**src/design/text_console_writer_unit_assert.svh**
```systemverilog
// assertion macros for the text console writer
`ifndef TEXT_CONSOLE_WRITER_UNIT_ASSERT_SVH
`define TEXT_CONSOLE_WRITER_UNIT_ASSERT_SVH
`ifndef ASSERT_OFF
`define TCW_ASSERT_IMP(lbl, ante, cons) \
  lbl: assert property (@(posedge clk) disable iff (!rst_n) (ante) |-> (cons)) \
    else $error("tcw check failed");
`define TCW_ASSERT_NEXT(lbl, ante, cons) \
  lbl: assert property (@(posedge clk) disable iff (!rst_n) (ante) |=> (cons)) \
    else $error("tcw check failed");
`else
`define TCW_ASSERT_IMP(lbl, ante, cons)
`define TCW_ASSERT_NEXT(lbl, ante, cons)
`endif
`endif

```
**src/design/tcw_pkg.sv**
```systemverilog
// shared types and constants of the text console writer
`timescale 1ns / 1ps
package tcw_pkg;

  localparam int COLUMNS_DEF = 80;
  localparam int ROWS_DEF    = 25;

  localparam int ACT_W  = 3;
  localparam int CHAR_W = 8;
  localparam int POS_W  = 11;
  localparam int CELL_W = 16;
  localparam int CIDX_W = 2;

  localparam logic [ACT_W-1:0] ACT_PUT       = 3'd0;
  localparam logic [ACT_W-1:0] ACT_NEWLINE   = 3'd1;
  localparam logic [ACT_W-1:0] ACT_BACKSPACE = 3'd2;
  localparam logic [ACT_W-1:0] ACT_CLEAR     = 3'd3;
  localparam logic [ACT_W-1:0] ACT_READ      = 3'd4;

  localparam logic [CIDX_W-1:0] CFG_BLANK_COLOR = 2'd0;
  localparam logic [CIDX_W-1:0] CFG_INTERP_NL   = 2'd1;

  localparam logic [CHAR_W-1:0] BLANK_CHAR      = 8'h20;
  localparam logic [CHAR_W-1:0] NEWLINE_CHAR    = 8'h0a;
  localparam logic [CELL_W-1:0] CLEAR_CELL      = 16'h0020;
  localparam logic [CHAR_W-1:0] BLANK_COLOR_RST = 8'd15;

  typedef struct packed {
    logic [CHAR_W-1:0] blank_color;
    logic              interpret_newline;
  } cfg_t;

  typedef struct packed {
    logic              valid;
    logic [POS_W-1:0]  cursor_pos;
    logic [CELL_W-1:0] read_data;
    logic              scrolled;
  } res_t;

endpackage

```
**src/design/tcw_seq.sv**
```systemverilog
// sequencer: cursor tracking, item decode, scroll, clear and init sweeps
`timescale 1ns / 1ps
module tcw_seq #(
  parameter int COLUMNS = tcw_pkg::COLUMNS_DEF,
  parameter int ROWS    = tcw_pkg::ROWS_DEF
) (
  input  logic                               clk,
  input  logic                               rst_n,
  input  logic                               start,
  output logic                               busy,
  input  logic [tcw_pkg::ACT_W-1:0]          in_action,
  input  logic [tcw_pkg::CHAR_W-1:0]         in_char_code,
  input  logic [tcw_pkg::CHAR_W-1:0]         in_color,
  input  logic [tcw_pkg::POS_W-1:0]          in_cell_index,
  input  tcw_pkg::cfg_t                      cfg,
  output logic                               mem_we,
  output logic [$clog2(COLUMNS*ROWS)-1:0]    mem_waddr,
  output logic [tcw_pkg::CELL_W-1:0]         mem_wdata,
  output logic                               mem_re,
  output logic [$clog2(COLUMNS*ROWS)-1:0]    mem_raddr,
  input  logic [tcw_pkg::CELL_W-1:0]         mem_rdata,
  output tcw_pkg::res_t                      res
);
  import tcw_pkg::*;

  localparam int CELLS = COLUMNS * ROWS;
  localparam int AW    = $clog2(CELLS);
  localparam int CW    = $clog2(COLUMNS);
  localparam int RW    = $clog2(ROWS);

  localparam logic [AW-1:0] LAST_CELL     = AW'(CELLS - 1);
  localparam logic [AW-1:0] COLS_A        = AW'(COLUMNS);
  localparam logic [AW-1:0] LAST_ROW_BASE = AW'(CELLS - COLUMNS);
  localparam logic [CW-1:0] LAST_COL      = CW'(COLUMNS - 1);
  localparam logic [RW-1:0] LAST_ROW      = RW'(ROWS - 1);

  typedef enum logic [2:0] {
    S_INIT, S_IDLE, S_DECODE, S_COPY, S_FILL, S_WRITE, S_CLEAR, S_READ
  } state_t;

  state_t            state_r, state_nxt;
  logic [AW-1:0]     ptr_r, ptr_nxt;
  logic [RW-1:0]     row_r, row_nxt;
  logic [CW-1:0]     col_r, col_nxt;
  logic [AW-1:0]     base_r, base_nxt;
  logic              pend_r, pend_nxt;
  logic              valid_r, valid_nxt;
  logic              scr_r, scr_nxt;
  logic [ACT_W-1:0]  act_r, act_nxt;
  logic [CHAR_W-1:0] char_r, char_nxt;
  logic [CHAR_W-1:0] color_r, color_nxt;
  logic [POS_W-1:0]  addr_r, addr_nxt;
  logic [CELL_W-1:0] data_r, data_nxt;

  logic [AW-1:0]     lin;
  logic              is_nl;
  logic [CELL_W-1:0] blank_cell;

  assign lin        = base_r + AW'(col_r);
  assign blank_cell = {cfg.blank_color, BLANK_CHAR};
  assign is_nl      = (act_r == ACT_NEWLINE) ||
                      ((act_r == ACT_PUT) && cfg.interpret_newline &&
                       (char_r == NEWLINE_CHAR));

  always_comb begin
    state_nxt = state_r;
    ptr_nxt   = ptr_r;
    row_nxt   = row_r;
    col_nxt   = col_r;
    base_nxt  = base_r;
    pend_nxt  = pend_r;
    valid_nxt = 1'b0;
    scr_nxt   = scr_r;
    act_nxt   = act_r;
    char_nxt  = char_r;
    color_nxt = color_r;
    addr_nxt  = addr_r;
    data_nxt  = data_r;
    mem_we    = 1'b0;
    mem_waddr = ptr_r;
    mem_wdata = blank_cell;
    mem_re    = 1'b0;
    mem_raddr = ptr_r + COLS_A;

    unique case (state_r)
      S_INIT: begin
        // zero every cell once after reset
        mem_we    = 1'b1;
        mem_wdata = '0;
        if (ptr_r == LAST_CELL) begin
          ptr_nxt   = '0;
          state_nxt = S_IDLE;
        end else begin
          ptr_nxt = ptr_r + AW'(1);
        end
      end
      S_IDLE: begin
        if (start) begin
          act_nxt   = in_action;
          char_nxt  = in_char_code;
          color_nxt = in_color;
          addr_nxt  = in_cell_index;
          data_nxt  = '0;
          scr_nxt   = 1'b0;
          state_nxt = S_DECODE;
        end
      end
      S_DECODE: begin
        priority if (is_nl) begin
          if (row_r == LAST_ROW) begin
            ptr_nxt   = '0;
            pend_nxt  = 1'b0;
            state_nxt = S_COPY;
          end else begin
            row_nxt   = row_r + RW'(1);
            base_nxt  = base_r + COLS_A;
            col_nxt   = '0;
            valid_nxt = 1'b1;
            state_nxt = S_IDLE;
          end
        end else if (act_r == ACT_PUT) begin
          if (col_r == LAST_COL) begin
            // last column is skipped: wrap first, then draw
            if (row_r == LAST_ROW) begin
              ptr_nxt   = '0;
              pend_nxt  = 1'b1;
              state_nxt = S_COPY;
            end else begin
              mem_we    = 1'b1;
              mem_waddr = base_r + COLS_A;
              mem_wdata = {color_r, char_r};
              row_nxt   = row_r + RW'(1);
              base_nxt  = base_r + COLS_A;
              col_nxt   = CW'(1);
              valid_nxt = 1'b1;
              state_nxt = S_IDLE;
            end
          end else begin
            mem_we    = 1'b1;
            mem_waddr = lin;
            mem_wdata = {color_r, char_r};
            col_nxt   = col_r + CW'(1);
            valid_nxt = 1'b1;
            state_nxt = S_IDLE;
          end
        end else if (act_r == ACT_BACKSPACE) begin
          if (lin != '0) begin
            mem_we    = 1'b1;
            mem_waddr = lin - AW'(1);
            if (col_r == '0) begin
              col_nxt  = LAST_COL;
              row_nxt  = row_r - RW'(1);
              base_nxt = base_r - COLS_A;
            end else begin
              col_nxt = col_r - CW'(1);
            end
          end
          valid_nxt = 1'b1;
          state_nxt = S_IDLE;
        end else if (act_r == ACT_CLEAR) begin
          ptr_nxt   = '0;
          state_nxt = S_CLEAR;
        end else if (act_r == ACT_READ) begin
          if (32'(addr_r) < CELLS) begin
            mem_re    = 1'b1;
            mem_raddr = AW'(addr_r);
            state_nxt = S_READ;
          end else begin
            valid_nxt = 1'b1;
            state_nxt = S_IDLE;
          end
        end else begin
          valid_nxt = 1'b1;
          state_nxt = S_IDLE;
        end
      end
      S_COPY: begin
        // read one row ahead, write back the cell read the cycle before
        mem_re    = (ptr_r != LAST_ROW_BASE);
        mem_raddr = ptr_r + COLS_A;
        mem_we    = (ptr_r != '0);
        mem_waddr = ptr_r - AW'(1);
        mem_wdata = mem_rdata;
        if (ptr_r == LAST_ROW_BASE) begin
          state_nxt = S_FILL;
        end else begin
          ptr_nxt = ptr_r + AW'(1);
        end
      end
      S_FILL: begin
        mem_we = 1'b1;
        if (ptr_r == LAST_CELL) begin
          ptr_nxt  = '0;
          row_nxt  = LAST_ROW;
          base_nxt = LAST_ROW_BASE;
          col_nxt  = '0;
          scr_nxt  = 1'b1;
          if (pend_r) begin
            state_nxt = S_WRITE;
          end else begin
            valid_nxt = 1'b1;
            state_nxt = S_IDLE;
          end
        end else begin
          ptr_nxt = ptr_r + AW'(1);
        end
      end
      S_WRITE: begin
        mem_we    = 1'b1;
        mem_waddr = base_r;
        mem_wdata = {color_r, char_r};
        col_nxt   = CW'(1);
        valid_nxt = 1'b1;
        state_nxt = S_IDLE;
      end
      S_CLEAR: begin
        mem_we    = 1'b1;
        mem_wdata = CLEAR_CELL;
        if (ptr_r == LAST_CELL) begin
          ptr_nxt   = '0;
          valid_nxt = 1'b1;
          state_nxt = S_IDLE;
        end else begin
          ptr_nxt = ptr_r + AW'(1);
        end
      end
      S_READ: begin
        data_nxt  = mem_rdata;
        valid_nxt = 1'b1;
        state_nxt = S_IDLE;
      end
    endcase
  end

  always_ff @(posedge clk) begin
    if (!rst_n) begin
      state_r <= S_INIT;
      ptr_r   <= '0;
      row_r   <= '0;
      col_r   <= '0;
      base_r  <= '0;
      pend_r  <= 1'b0;
      valid_r <= 1'b0;
      scr_r   <= 1'b0;
    end else begin
      state_r <= state_nxt;
      ptr_r   <= ptr_nxt;
      row_r   <= row_nxt;
      col_r   <= col_nxt;
      base_r  <= base_nxt;
      pend_r  <= pend_nxt;
      valid_r <= valid_nxt;
      scr_r   <= scr_nxt;
    end
    act_r   <= act_nxt;
    char_r  <= char_nxt;
    color_r <= color_nxt;
    addr_r  <= addr_nxt;
    data_r  <= data_nxt;
  end

  assign busy           = (state_r != S_IDLE);
  assign res.valid      = valid_r;
  assign res.cursor_pos = POS_W'(lin);
  assign res.read_data  = data_r;
  assign res.scrolled   = scr_r;

endmodule
```
**config.mk**
```make
export PLATFORM = sky130hd
export DESIGN_NAME = tcw_seq
export DESIGN_NICKNAME = d
export VERILOG_FILES = /design/src/design/text_console_writer_unit_assert.svh /design/src/design/tcw_pkg.sv /design/src/design/tcw_seq.sv
export SDC_FILE = /design/constraint.sdc
export NUM_CORES = 1
export LEC_CHECK = 0
export BUFFER_PORTS_ARGS = -buffer_cell sky130_fd_sc_hd__buf_2
export CAP_MARGIN = 20
export CORE_AREA = 10 10 114 116
export CTS_BUF_LIST = sky130_fd_sc_hd__clkbuf_4 sky130_fd_sc_hd__clkbuf_8
export CTS_CLUSTER_SIZE = 24
export DETAILED_ROUTE_END_ITERATION = 8
export DIE_AREA = 0 0 124 126
export HOLD_SLACK_MARGIN = 0.03
export PLACE_DENSITY = 0.93
export SLEW_MARGIN = 20
export SYNTH_ARGS = -nofsm -noshare
export SYNTH_HDL_FRONTEND = slang
export SYNTH_SLANG_ARGS = --single-unit
```
**constraint.sdc**
```tcl
create_clock -name clk -period 7.8 [get_ports clk]
set_input_delay 1.17 -clock clk [delete_from_list [all_inputs] [get_ports clk]]
set_output_delay 1.17 -clock clk [all_outputs]
set_load 0.05 [all_outputs]
```
* Word level (Yosys, flattened, before mapping) *
Index checks and enable logic that the tools add are counted.
W data, S select, Z words.

storage, ports and cells
  output and inout port bits = 70
  bits in registers = 86
  bits in latches = 0
  memories kept = 0
  memory bits (read-only) = 0
  logic and storage cells = 187
  bits in writable memories = 0

operators by class
  muxes and demuxes = 104
  bitwise operators = 0
  divide/modulo/power cells = 0
  $mul = 0
  equality and inequality tests = 31
  add/subtract/negate cells = 11
  reductions and logical operators = 27
  $lt $le $gt $ge = 1
  shift operators = 0

operators with widths
  cell                     count
  $mux W11                 29
  $mux W16                 5
  $pmux W16 S5             1
  $pmux W11 S3             2
  $mux W7                  9
  $mux W5                  8
  $mux W3                  12
  $pmux W16 S2             1
  $mux W1                  28
  $ne A4 B4 Y1 const B     7
  $add A11 B7 Y11 const B  2
  $eq A11 B11 Y1 const B   2
  $pmux W11 S2             1
  $reduce_bool A11 Y1      2
  $sub A11 B1 Y11 const B  2
  $pmux W7 S3              1
  $pmux W3 S6              1
  $eq A3 B3 Y1 const B     5
  $eq A3 B2 Y1 const B     4
  $reduce_and A6 Y1        2
  $add A11 B1 Y11 const B  1
  $add A11 B7 Y11          1
  $lt A11 B11 Y1 const B   1
  $ne A11 B11 Y1 const B   1
  31 further kinds         46

* Longest topological paths before layout *
Gate-level depths: netlist of the first run.

  depth in word-level cells = 8
  depth in mapped cells = 10
  depth with buffers taken out = 8

* Worst setup path after synthesis of the first run *
Ideal clock, no wire load.

  path kind = register to output
  start = register base_r[6]
  end = output mem_waddr[10]
  path buffers = 1
  slack = 2.966 ns
  data arrival time = 3.664 ns
  cell stages (with the launch flop) = 9
  data required time = 6.630 ns
  cell sequence = dfxtp_1 > ha_1 > clkbuf_1 > o21a_1 > nand4_1 > xnor2_1 > a211o_1 > a21boi_0 > a311oi_1

RTL lines
  element                   RTL line        RTL
  start: declaration        tcw_seq.sv:45   logic [AW-1:0] base_r, base_nxt;
  start signal: assignment  tcw_seq.sv:250  base_r <= base_nxt;
  end: declaration          tcw_seq.sv:17   output logic [$clog2(COLUMNS*ROWS)-1:0] mem_waddr,

* Worst setup path in the final report of the first run *
  start = register base_r[6]
  end = output mem_waddr[4]

between the ends
  longest elaborated chain between the ends = 7

RTL lines
  element              RTL line        RTL
  $add A11 B7 Y11      tcw_seq.sv:59   assign lin = base_r + AW'(col_r);
  $reduce_bool A11 Y1  tcw_seq.sv:147  if (lin != '0) begin
  $mux W11             tcw_seq.sv:147
  $mux W11             tcw_seq.sv:146  end else if (act_r == ACT_BACKSPACE) begin
  $mux W11             tcw_seq.sv:121  end else if (act_r == ACT_PUT) begin
  $mux W11             tcw_seq.sv:109  priority if (is_nl) begin
  $pmux W11 S3         tcw_seq.sv:85   unique case (state_r)

No other way between the ends.

==> results.json, run 1 <==
{
  "outcome": "finished, final reports clean",
  "p_total_mw": 2.842,
  "finClkSkew_ns": 0.01288,
  "grt-ovfl-total": 0,
  "drtIter0Drc": 1279,
  "wire_per_inst_um": 21.71,
  "die_x_um": 124,
  "hold_viol_final": 0,
  "setup_ws_ns": 3.003,
  "async_reset_ff_share_pct": 0,
  "synth_edf_count": 46,
  "die_area_um2": 15620,
  "layout-drive-gt1-share_pct": 22.96,
  "holdPathEnd": "row_r[1]$_SDFFE_PN0P_",
  "peakVddDrop_mv": 0.3189,
  "syn_area_per_cell_um2": 8.427,
  "postSynthCellCount": 790,
  "netlist_area_um2": 6658,
  "grt_util_all_layers_pct": 26.98,
  "post-place-cells": 982,
  "clock-sinks": 82,
  "finalCritPeriodShare_pct": 61.49,
  "cts_hold_buf": 0,
  "min_path_type": "reg -> reg",
  "p_leak_nw": 2.850,
  "vias": 6957,
  "end_kind": "output pin",
  "ys_seq_area_share_pct": 31.57,
  "synthXorXnorAreaFrac_pct": 3.665,
  "max-clock-path-buffers": 2,
  "wl_um": 21670,
  "ant_nets": 0,
  "clk_latency_ns": 0.38,
  "coreArea_um2": 10700,
  "synth-simple-area-share_pct": 21.54,
  "r2r-end": "col_r[0]$_SDFFE_PN0P_",
  "post_cts_resized": 0,
  "max-cap-violations": 0,
  "synth_top_family_by_area": "compound AO/OA/AOI/OAI gates",
  "antenna_found_initial": 0,
  "yosysWarnings": 0,
  "slew-limit-headroom_pct": 38.16,
  "critPathLaunchType": "flop",
  "dr.pass1.iters": 7,
  "tns_ns": 0,
  "ys.flop_type": "edfxtp_1",
  "cts_setup_buffers": 0,
  "diodes": 0,
  "hp-start": "row_r[1]$_SDFFE_PN0P_",
  "rsz0062_at_grt": "false",
  "crit_fanout": 16,
  "rrSetupSlack_ns": 4.58,
  "grt_pass1_wl_um": 34100,
  "viasPerCell": 6.971,
  "slew_viol_final": 0,
  "nets": 930,
  "r2r_start": "state_r[1]$_SDFFE_PN0P_",
  "power.density_nw_per_um2": 387.0,
  "syn_nets": 867,
  "pre_cts_slack_ns": 3.339,
  "tightest_slew_ns": 0.9276,
  "timing.fmax_mhz": 208.5,
  "synthMuxAreaShare_pct": 1.297,
  "stdcell_count": 998,
  "crit_type": "reg -> out",
  "area_delta_synth_final_pct": 10.32,
  "rows": 38,
  "die_y_um": 126,
  "hold_ws_ns": 0.5360,
  "io_pins": 128,
  "port_buffers": 127,
  "gp_congestion": 0.9744,
  "clockRootBuffer": "clkbuf_8",
  "cts_buffers": 9,
  "fin_area_um2": 7345,
  "min_path_cells": 2,
  "clk_pin_slew_ns": 0.08,
  "final_util_pct": 68.66,
  "hpwlAfterDp_um": 15720,
  "ys_seq_elements": 82,
  "worstPathArrival_ns": 3.63,
  "r2r_cells": 5,
  "place_area_um2": 7121,
  "start_util_pct": 62.23,
  "cts_tree": "built",
  "period_needed_ns": 4.797,
  "grt_max_degree": 33,
  "synth_compound_area_share_pct": 31.55,
  "synthAdderAreaFrac_pct": 3.571,
  "finalSetupViolCount": 0,
  "drc_errors": 0,
  "cp.required_ns": 6.63,
  "grt_pass1_vias": 6478,
  "ys_types": 95,
  "htree_num_levels": 3
}
## Yosys cell counts (4+ instances only)
cell type,n,area share (%)
a21oi_1,59,4.4
nor2_1,59,3.3
nand2_1,52,2.9
o21ai_0,50,3.8
edfxtp_1,46,21
clkbuf_1,38,2.1
dfxtp_1,36,11
nand3_1,28,2.1
buf_2,27,2.0
a31oi_1,21,2.0
inv_1,21,1.2
xnor2_1,20,2.6
ha_1,19,3.6
and2_1,18,1.7
nor3_1,18,1.4
a22o_1,15,2.0
a211oi_1,14,1.6
o21ai_1,13,0.98
o211ai_1,11,1.2
a21o_1,10,1.1
nor2b_1,9,0.85
or3_1,9,0.85
a221oi_1,8,1.1
a311oi_1,8,1.1
o21a_1,8,0.90
o22ai_1,8,0.75
nand2b_1,7,0.66
nor4_1,7,0.66
nand4_1,6,0.56
xor2_1,6,0.79
buf_4,5,0.56
nand4b_1,5,0.66
o2111ai_1,5,0.66
o221ai_1,5,0.66
o31ai_1,5,0.56
and3_1,4,0.38
mux2_2,4,0.68
nor2_2,4,0.38
o21ai_2,4,0.53
or2_2,4,0.38
or4_1,4,0.45
## report_power, final
| part | leakage, nW | switching, mW | internal [mW] | total [mW] |
|---|---|---|---|---|
| logic | 2.03 | 1.23 | 0.603 | 1.83 |
| registers | 0.702 | 0.132 | 0.524 | 0.656 |
| clock network | 0.114 | 0.170 | 0.183 | 0.353 |
| total | 2.85 | 1.53 | 1.31 | 2.84 |
## logic make-up after synthesis
family                   after synthesis
XOR/XNOR                              27
multiplexers                           8
buffers and inverters                100
adder cells (fa/ha/maj)               19
AO/OA/AOI/OAI                        294
AND/OR/NAND/NOR                      260
flip-flops                            82
## sequential cells by signal, summed over array words and instances (netlist names)
register,count
act_r,3
addr_r,11
base_r,7
char_r,8
col_r,7
color_r,8
data_r,16
pend_r,1
ptr_r,11
row_r,5
scr_r,1
state_r,3
valid_r,1
## worst max-delay path, cell delays in order (launching register included)
cell and delay [ns]:
dfxtp_1 0.66, ha_1 0.51, o21a_1 0.29, a211oi_4 0.10, o221a_2 0.37, o21ai_0 0.49
nand2_1 0.11, a221oi_1 0.38, buf_2 0.34
## how the worst max path moves through the flow
stage | from | end | slack (ns) | depth (start not counted)
3_3_place_gp | cfg[0] | mem_wdata[9] | 3.45 | 8
2_1_floorplan | base_r[6]$_SDFFE_PN0P_ | mem_waddr[10] | 2.97 | 8
5_1_grt | base_r[6]$_SDFFE_PN0P_ | mem_waddr[4] | 2.83 | 8
3_5_place_dp | cfg[0] | mem_wdata[9] | 3.34 | 8
4_1_cts | base_r[6]$_SDFFE_PN0P_ | mem_waddr[4] | 3.09 | 8
6_report | base_r[6]$_SDFFE_PN0P_ | mem_waddr[4] | 3.00 | 8
## cell usage in the layout (no fill, tap or decap), types with 7 or more instances in the layout
cell and n:
a211oi_1 14, a21o_1 10, a21oi_1 59, a221oi_1 8, a22o_1 15, a311oi_1 8, a31oi_1 21, and2_1 18
buf_2 127, clkbuf_8 9, dfxtp_1 36, edfxtp_1 46, ha_1 19, inv_1 20, nand2_1 52, nand2b_1 7
nand3_1 28, nor2_1 59, nor2b_1 9, nor3_1 18, nor4_1 7, o211ai_1 11, o21a_1 8, o21ai_0 50
o21ai_1 13, o22ai_1 8, or3_1 9, xnor2_1 20
## area by class of cell
type                       instances  area (µm²)
fill                             817        3353
multi-input combinational        608        4103
tap                              140       175.2
timing repair buffer             130       658.1
sequential                        82        2102
clock buffer                       9       123.9
inverter                          22       82.58
clock inverter                     7       100.1
## metal layers
metal	vias up	GRT usage, %	wire [µm]
met5	-	0	0
met4	0	11.11	867
met3	81	9.607	3025
met2	560	40.91	9747
met1	3194	33.98	8025
li1	3122	-	-
Power figures use the tool's default switching activity.
==> inputs of run 2 (changes only) <==
- ABC_AREA: default -> 1
- CORE_AREA: 10 10 114 116 -> 10 10 117 119
- DIE_AREA: 0 0 124 126 -> 0 0 127 129
- PLACE_DENSITY: 0.93 -> 0.87
- clock period: 7.8 -> 4.92 ns (I/O delays scaled with it)
==> run 2 against run 1 <==
Compared with the run above: synthesized area down 2.9%; via count is 2.4% lower; global-route usage is 3.6 points lower; combinational power rose by 67%; synthesized cell count increased by 20%; non-clock buffer count unchanged; wire length down 9.4%; clock power rose by 51%; critical endpoint is now mem_waddr[6]; largest cell class unchanged.
==> results.json, run 2 <==
{
  "slowest_delay_ns": 0.56,
  "postSynthCellCount": 945,
  "crit_type": "reg -> out",
  "layout-drive-gt1-share_pct": 19.89,
  "wl_um": 19620,
  "start_util_pct": 57.12,
  "diodes": 0,
  "r2r_cells": 9,
  "place_area_um2": 7034,
  "nets": 1118,
  "final_cell_mix": "nand2_1, buf_2, nor2_1",
  "fillers": 1019,
  "die_y_um": 129,
  "dr.pass1.iters": 6,
  "netlist_area_um2": 6466,
  "cts_tree": "built",
  "port_buffers": 127,
  "grt_util_all_layers_pct": 23.42,
  "peakVddDrop_mv": 0.4234,
  "io_pins": 128,
  "ys_types": 44,
  "ys.flop_type": "edfxtp_1",
  "crit_path_frequent_cell": "inv_1",
  "p_leak_nw": 3.450,
  "post_cts_resized": 0,
  "antenna_found_initial": 0,
  "vias": 6788,
  "max-clock-path-buffers": 2,
  "synth_edf_count": 46,
  "async_reset_ff_share_pct": 0,
  "rrSetupSlack_ns": 1.86,
  "ys_seq_area_share_pct": 32.51,
  "clk_latency_ns": 0.39,
  "grt_max_degree": 31,
  "r2r-end": "base_r[6]$_SDFFE_PN0P_",
  "worstSetupStartpoint": "state_r[1]$_SDFFE_PN0P_",
  "cp.required_ns": 4.18,
  "viasPerCell": 5.709,
  "hold_ws_ns": 0.5124,
  "slew-limit-headroom_pct": 48.28,
  "slowest_stage": "inv_1",
  "grt_pass1_vias": 6524,
  "drc_errors": 0,
  "final_util_pct": 63.97,
  "crit_end": "mem_waddr[6]",
  "outcome": "finished, final reports clean",
  "power.density_nw_per_um2": 643.7,
  "cts_hold_buf": 0,
  "crit_fanout": 22,
  "clk_pin_slew_ns": 0.09,
  "finalCritPeriodShare_pct": 79.87,
  "drtIter0Drc": 880,
  "top_register": "data_r",
  "die_x_um": 127,
  "crit_chain": "inv_2 -> nor2_2 -> inv_1 -> nor2_1 -> inv_1 -> a21oi_1 -> o21ai_0 -> o21ai_0 -> inv_1 -> nand3_1 -> buf_2",
  "finClkSkew_ns": 0.01475,
  "yosysWarnings": 0,
  "gp_congestion": 1.069,
  "worstPathArrival_ns": 3.19,
  "crit_family": "buffers and inverters",
  "critPathLaunchType": "flop",
  "reg_top3": "data_r x16, addr_r x11, ptr_r x11",
  "multi_input_area_um2": 3628,
  "wire_per_inst_um": 16.50,
  "min_path_type": "reg -> reg",
  "hpwlAfterDp_um": 14890,
  "grt-ovfl-total": 0,
  "synth_common_cells": "nand2_1, nor2_1, inv_1, nand3_1, o21ai_0",
  "grt_pass1_wl_um": 31860,
  "finalSetupViolCount": 0,
  "rsz0062_at_grt": "false",
  "clock-sinks": 82,
  "setup_ws_ns": 0.9902,
  "synthTopCellsByArea": "edfxtp_1, nand2_1, dfxtp_1, nor2_1, inv_1",
  "yosysTopAreaCell": "edfxtp_1",
  "htree_num_levels": 3,
  "die_area_um2": 16380,
  "worst-path-buf-inv": 5,
  "clockRootBuffer": "clkbuf_8",
  "synth_top_area_share_pct": 21.36,
  "slew_viol_final": 0,
  "coreArea_um2": 11320,
  "pre_cts_slack_ns": 1.458,
  "tns_ns": 0,
  "syn_area_per_cell_um2": 6.843,
  "fin_area_um2": 7242,
  "regArea_um2": 2102,
  "yosysMostFrequentCell": "nand2_1",
  "tightest_slew_ns": 0.7730,
  "ys_seq_elements": 82,
  "period_needed_ns": 3.930,
  "max-cap-violations": 0,
  "cts_buffers": 9,
  "rows": 39,
  "ant_nets": 0,
  "hold_viol_final": 0,
  "final_common_cell": "nand2_1",
  "largest_reg_flops": 16,
  "cp_num_cells": 11,
  "syn_nets": 1022,
  "area_delta_synth_final_pct": 12.00,
  "cts_setup_buffers": 0,
  "end_kind": "output pin",
  "r2r_start": "act_r[2]$_DFFE_PP_",
  "timing.fmax_mhz": 254.5
}
## run 2: cell families (layout without fill, tap and decap cells)
logic type,count (synthesis),in the layout,synth area share [%]
simple gates,487,487,34.33
buf+inv,168,269,11.42
compound gates,162,162,14.34
flops,82,82,32.51
xor+xnor,25,25,3.386
fa+ha+maj,19,19,3.677
mux,2,2,0.3483
## run 2: worst min-delay path by stage
stage	from	to	slack [ns]	cells after the start
floorplan	row_r[4]$_SDFFE_PN0P_	row_r[4]$_SDFFE_PN0P_	0.46	2
global placement	row_r[4]$_SDFFE_PN0P_	row_r[4]$_SDFFE_PN0P_	0.49	2
detailed placement	row_r[4]$_SDFFE_PN0P_	row_r[4]$_SDFFE_PN0P_	0.50	2
CTS	in_char_code[1]	char_r[1]$_DFFE_PP_	0.51	1
global route	in_color[6]	color_r[6]$_DFFE_PP_	0.51	1
finish	row_r[4]$_SDFFE_PN0P_	row_r[4]$_SDFFE_PN0P_	0.51	2
## run 2: area by class of cell
| class | count | area share (%) |
|---|---|---|
| clock inverter | 7 | 1.158 |
| clock buffer | 9 | 1.710 |
| multi-input combinational | 695 | 50.10 |
| inverter | 123 | 6.444 |
| sequential | 82 | 29.03 |
| tap | 143 | 2.471 |
| timing repair buffer | 130 | 9.088 |
## run 2: through the flow
| step | cells | total power, mW |
|---|---|---|
| 2_1_floorplan | 945 | 3.498 |
| 3_3_place_gp | 1173 | 4.036 |
| 3_5_place_dp | 1173 | 4.070 |
| 4_1_cts | 1189 | 4.613 |
| 5_1_grt | 1189 | 5.011 |
| 6_report | 1189 | 4.662 |
## run 2: per-layer routing
layer	track usage (%)	part of all wire (%)
met1	28.96	41
met5	0	0
met4	13.13	3.9
met2	36.66	45
met3	5.832	10
## run 2: tightest hold or removal path, stage by stage (launching register included)
cell	delay, ns
dfxtp_1	0.34
nand2_1	0.07
a21oi_1	0.06
## run 2: power breakdown
part / internal, mW / switching (mW)
Combinational: 0.894 / 2.16
Clock: 0.244 / 0.288
Sequential: 0.863 / 0.212
Total: 2.00 / 2.66
==> inputs of run 3 (changes only) <==
- ABC_AREA: 1 -> 0
- CORE_AREA: 10 10 117 119 -> 10 10 124 126
- DIE_AREA: 0 0 127 129 -> 0 0 134 136
- PLACE_DENSITY: 0.87 -> 0.83
- clock period: 4.92 -> 3.24 ns (I/O delays scaled with it)
==> run 3 against run 2 <==
Compared with the run above: the run now ends with setup timing left; clock skew down 0.0091 ns; combinational power up 75%; utilization down 0.070 points; die area up 11%; register-to-register slack worse by 1.6 ns; final cell count down 7.0%; worst setup slack worse by 1.0 ns; cell area up 15%; power up 62%; flip-flop and latch count unchanged; non-clock buffer count up 72; clock-buffer cell count unchanged; largest cell class unchanged.
==> results.json, run 3 (synthesis gave the netlist of run 1 again) <==
{
  "min_path_cells": 1,
  "p_total_mw": 7.574,
  "final_cell_mix": "buf_2, buf_4, nor2_1, a21oi_1, nand2_1",
  "switchingPower_mw": 3.966,
  "slew_viol_final": 0,
  "hold_ws_ns": 0.2667,
  "wire_per_inst_um": 20.90,
  "clockRootBuffer": "clkbuf_8",
  "dr.pass1.iters": 7,
  "r2r_start": "base_r[5]$_SDFFE_PN0P_",
  "rrSetupSlack_ns": 0.29,
  "rsz0062_at_grt": "true",
  "hpwlAfterDp_um": 17180,
  "grt_max_degree": 23,
  "r2r_cells": 8,
  "finClkSkew_ns": 0.005631,
  "pwr-share-comb_pct": 70.7,
  "start_util_pct": 51.29,
  "hp-start": "in_char_code[2]",
  "htree_num_levels": 3,
  "cp.required_ns": 2.75,
  "drc_errors": 0,
  "top_register": "data_r",
  "finalCritPeriodShare_pct": 101.8,
  "die_y_um": 136,
  "area_delta_synth_final_pct": 24.58,
  "reg_top3": "data_r x16, addr_r x11, ptr_r x11",
  "critPathLaunchType": "flop",
  "diodes": 0,
  "setup_ws_ns": -0.05730,
  "end_kind": "output pin",
  "min_path_type": "in -> reg",
  "final_common_cell": "buf_2",
  "grt_pass1_wl_um": 35510,
  "layout-drive-gt1-share_pct": 33.76,
  "hold_viol_final": 0,
  "tightest_slew_ns": 1.036,
  "worstPathArrival_ns": 2.81,
  "max-clock-path-buffers": 2,
  "tns_ns": -0.1678,
  "period_needed_ns": 3.297,
  "grt-ovfl-total": 0,
  "rows": 42,
  "clk_latency_ns": 0.39,
  "crit_type": "reg -> out",
  "holdPathEnd": "char_r[2]$_DFFE_PP_",
  "peakVddDrop_mv": 0.8817,
  "clock-sinks": 82,
  "r2r-end": "col_r[0]$_SDFFE_PN0P_",
  "cts_buffers": 9,
  "die_x_um": 134,
  "antenna_found_initial": 0,
  "wl_um": 23120,
  "timing.fmax_mhz": 303.3,
  "grt_pass1_vias": 6376,
  "grt_util_all_layers_pct": 24.14,
  "outcome": "complete, but fails checks",
  "stdcell_count": 1106,
  "max-cap-violations": 0,
  "final_util_pct": 63.90,
  "port_buffers": 127,
  "die_area_um2": 18220,
  "pwr-share-seq_pct": 18.8,
  "io_pins": 128,
  "ant_nets": 0,
  "violations": "setup timing",
  "gp_congestion": 1.038,
  "cts_tree": "built",
  "clk_pin_slew_ns": 0.09,
  "slew-limit-headroom_pct": 30.84,
  "vias": 7100,
  "power.density_nw_per_um2": 913.2,
  "fillers": 1111,
  "coreArea_um2": 12980,
  "viasPerCell": 6.420,
  "drtIter0Drc": 1128,
  "post-place-cells": 1078,
  "finalSetupViolCount": 3,
  "p_sw_share_pct": 52.37,
  "p_leak_nw": 3.277,
  "internal_power_mw": 3.608,
  "largest_reg_flops": 16,
  "nets": 1002,
  "clkPwrFrac_pct": 10.5,
  "crit_fanout": 5
}
-- run 3: changes by cell type in the layout (fill, tap and decap cells not counted), sizes merged, moves of 12 or more --
cell | before | now
inv | 123 | 24
buf | 130 | 198
nand3 | 84 | 30
xnor2 | 5 | 21
a22o | 0 | 15
a31oi | 4 | 23
nand4 | 18 | 6
nand2 | 215 | 52
nor2 | 129 | 63
xor2 | 20 | 6
and2 | 0 | 18
a211oi | 4 | 17
-- run 3: worst max path at each step --
stage                                       from           end  cells past startpoint
after global placement     col_r[5]$_SDFFE_PN0P_  mem_waddr[7]                      8
final                     base_r[5]$_SDFFE_PN0P_  mem_waddr[0]                      9
after global routing      base_r[5]$_SDFFE_PN0P_  mem_waddr[0]                      9
after detailed placement   col_r[5]$_SDFFE_PN0P_  mem_waddr[7]                      8
after CTS                  col_r[5]$_SDFFE_PN0P_  mem_waddr[0]                      8
after floorplan           base_r[5]$_SDFFE_PN0P_  mem_waddr[9]                      7
-- run 3: layout make-up --
class                           instances  area [µm²]  area share [%]
Clock inverter                          7       87.58           1.056
Inverter                               22       87.58           1.056
Timing Repair Buffer                  202        1262           15.22
Sequential cell                        82        2107           25.40
Clock buffer                            9       123.9           1.493
Multi-Input combinational cell        608        4405           53.12
Tap cell                              176       220.2           2.655
-- run 3: stage by stage --
stage                     setup slack [ns]  area, µm²
after global routing               -0.1497       8294
after global placement              0.1330       7679
after detailed placement           0.04015       7679
after CTS                         -0.08393       8071
after floorplan                    -0.4018       6720
final                             -0.05730       8294
-- run 3: repair_timing --
action / CTS / global route
hold endpoints to repair: 0 / 0
setup endpoints to repair: 27 / 36
setup buffers: 1 / 11
cloned: 0 / 0
resized for setup: 46 / 37
pin swaps: 10 / 17
hold buffers: 0 / 0
-- run 3: critical path, cell delays in order (launching register included) --
cell and delay [ns]:
dfxtp_2 0.34, ha_4 0.27, a211o_1 0.40, nor3_4 0.30, o221ai_4 0.21, o211ai_1 0.21, buf_4 0.17, a2111oi_4 0.05
o32a_1 0.31, buf_6 0.16
-- run 3: power groups by stage --
stage               clock (mW)  combinational (mW)  sequential [mW]
floorplan                    0                3.66             1.44
global placement             0                4.80             1.41
detailed placement           0                4.83             1.42
CTS                      0.807                5.07             1.41
global route             0.865                5.66             1.44
finish                   0.797                5.35             1.42
-- run 3: layer usage --
layer	track usage [%]	wire length, µm	vias to the layer above
met5	0	0	-
met4	8.162	732	0
met3	5.092	2396	74
met2	38.46	10680	466
met1	31.87	9308	3291
li1	-	-	3269
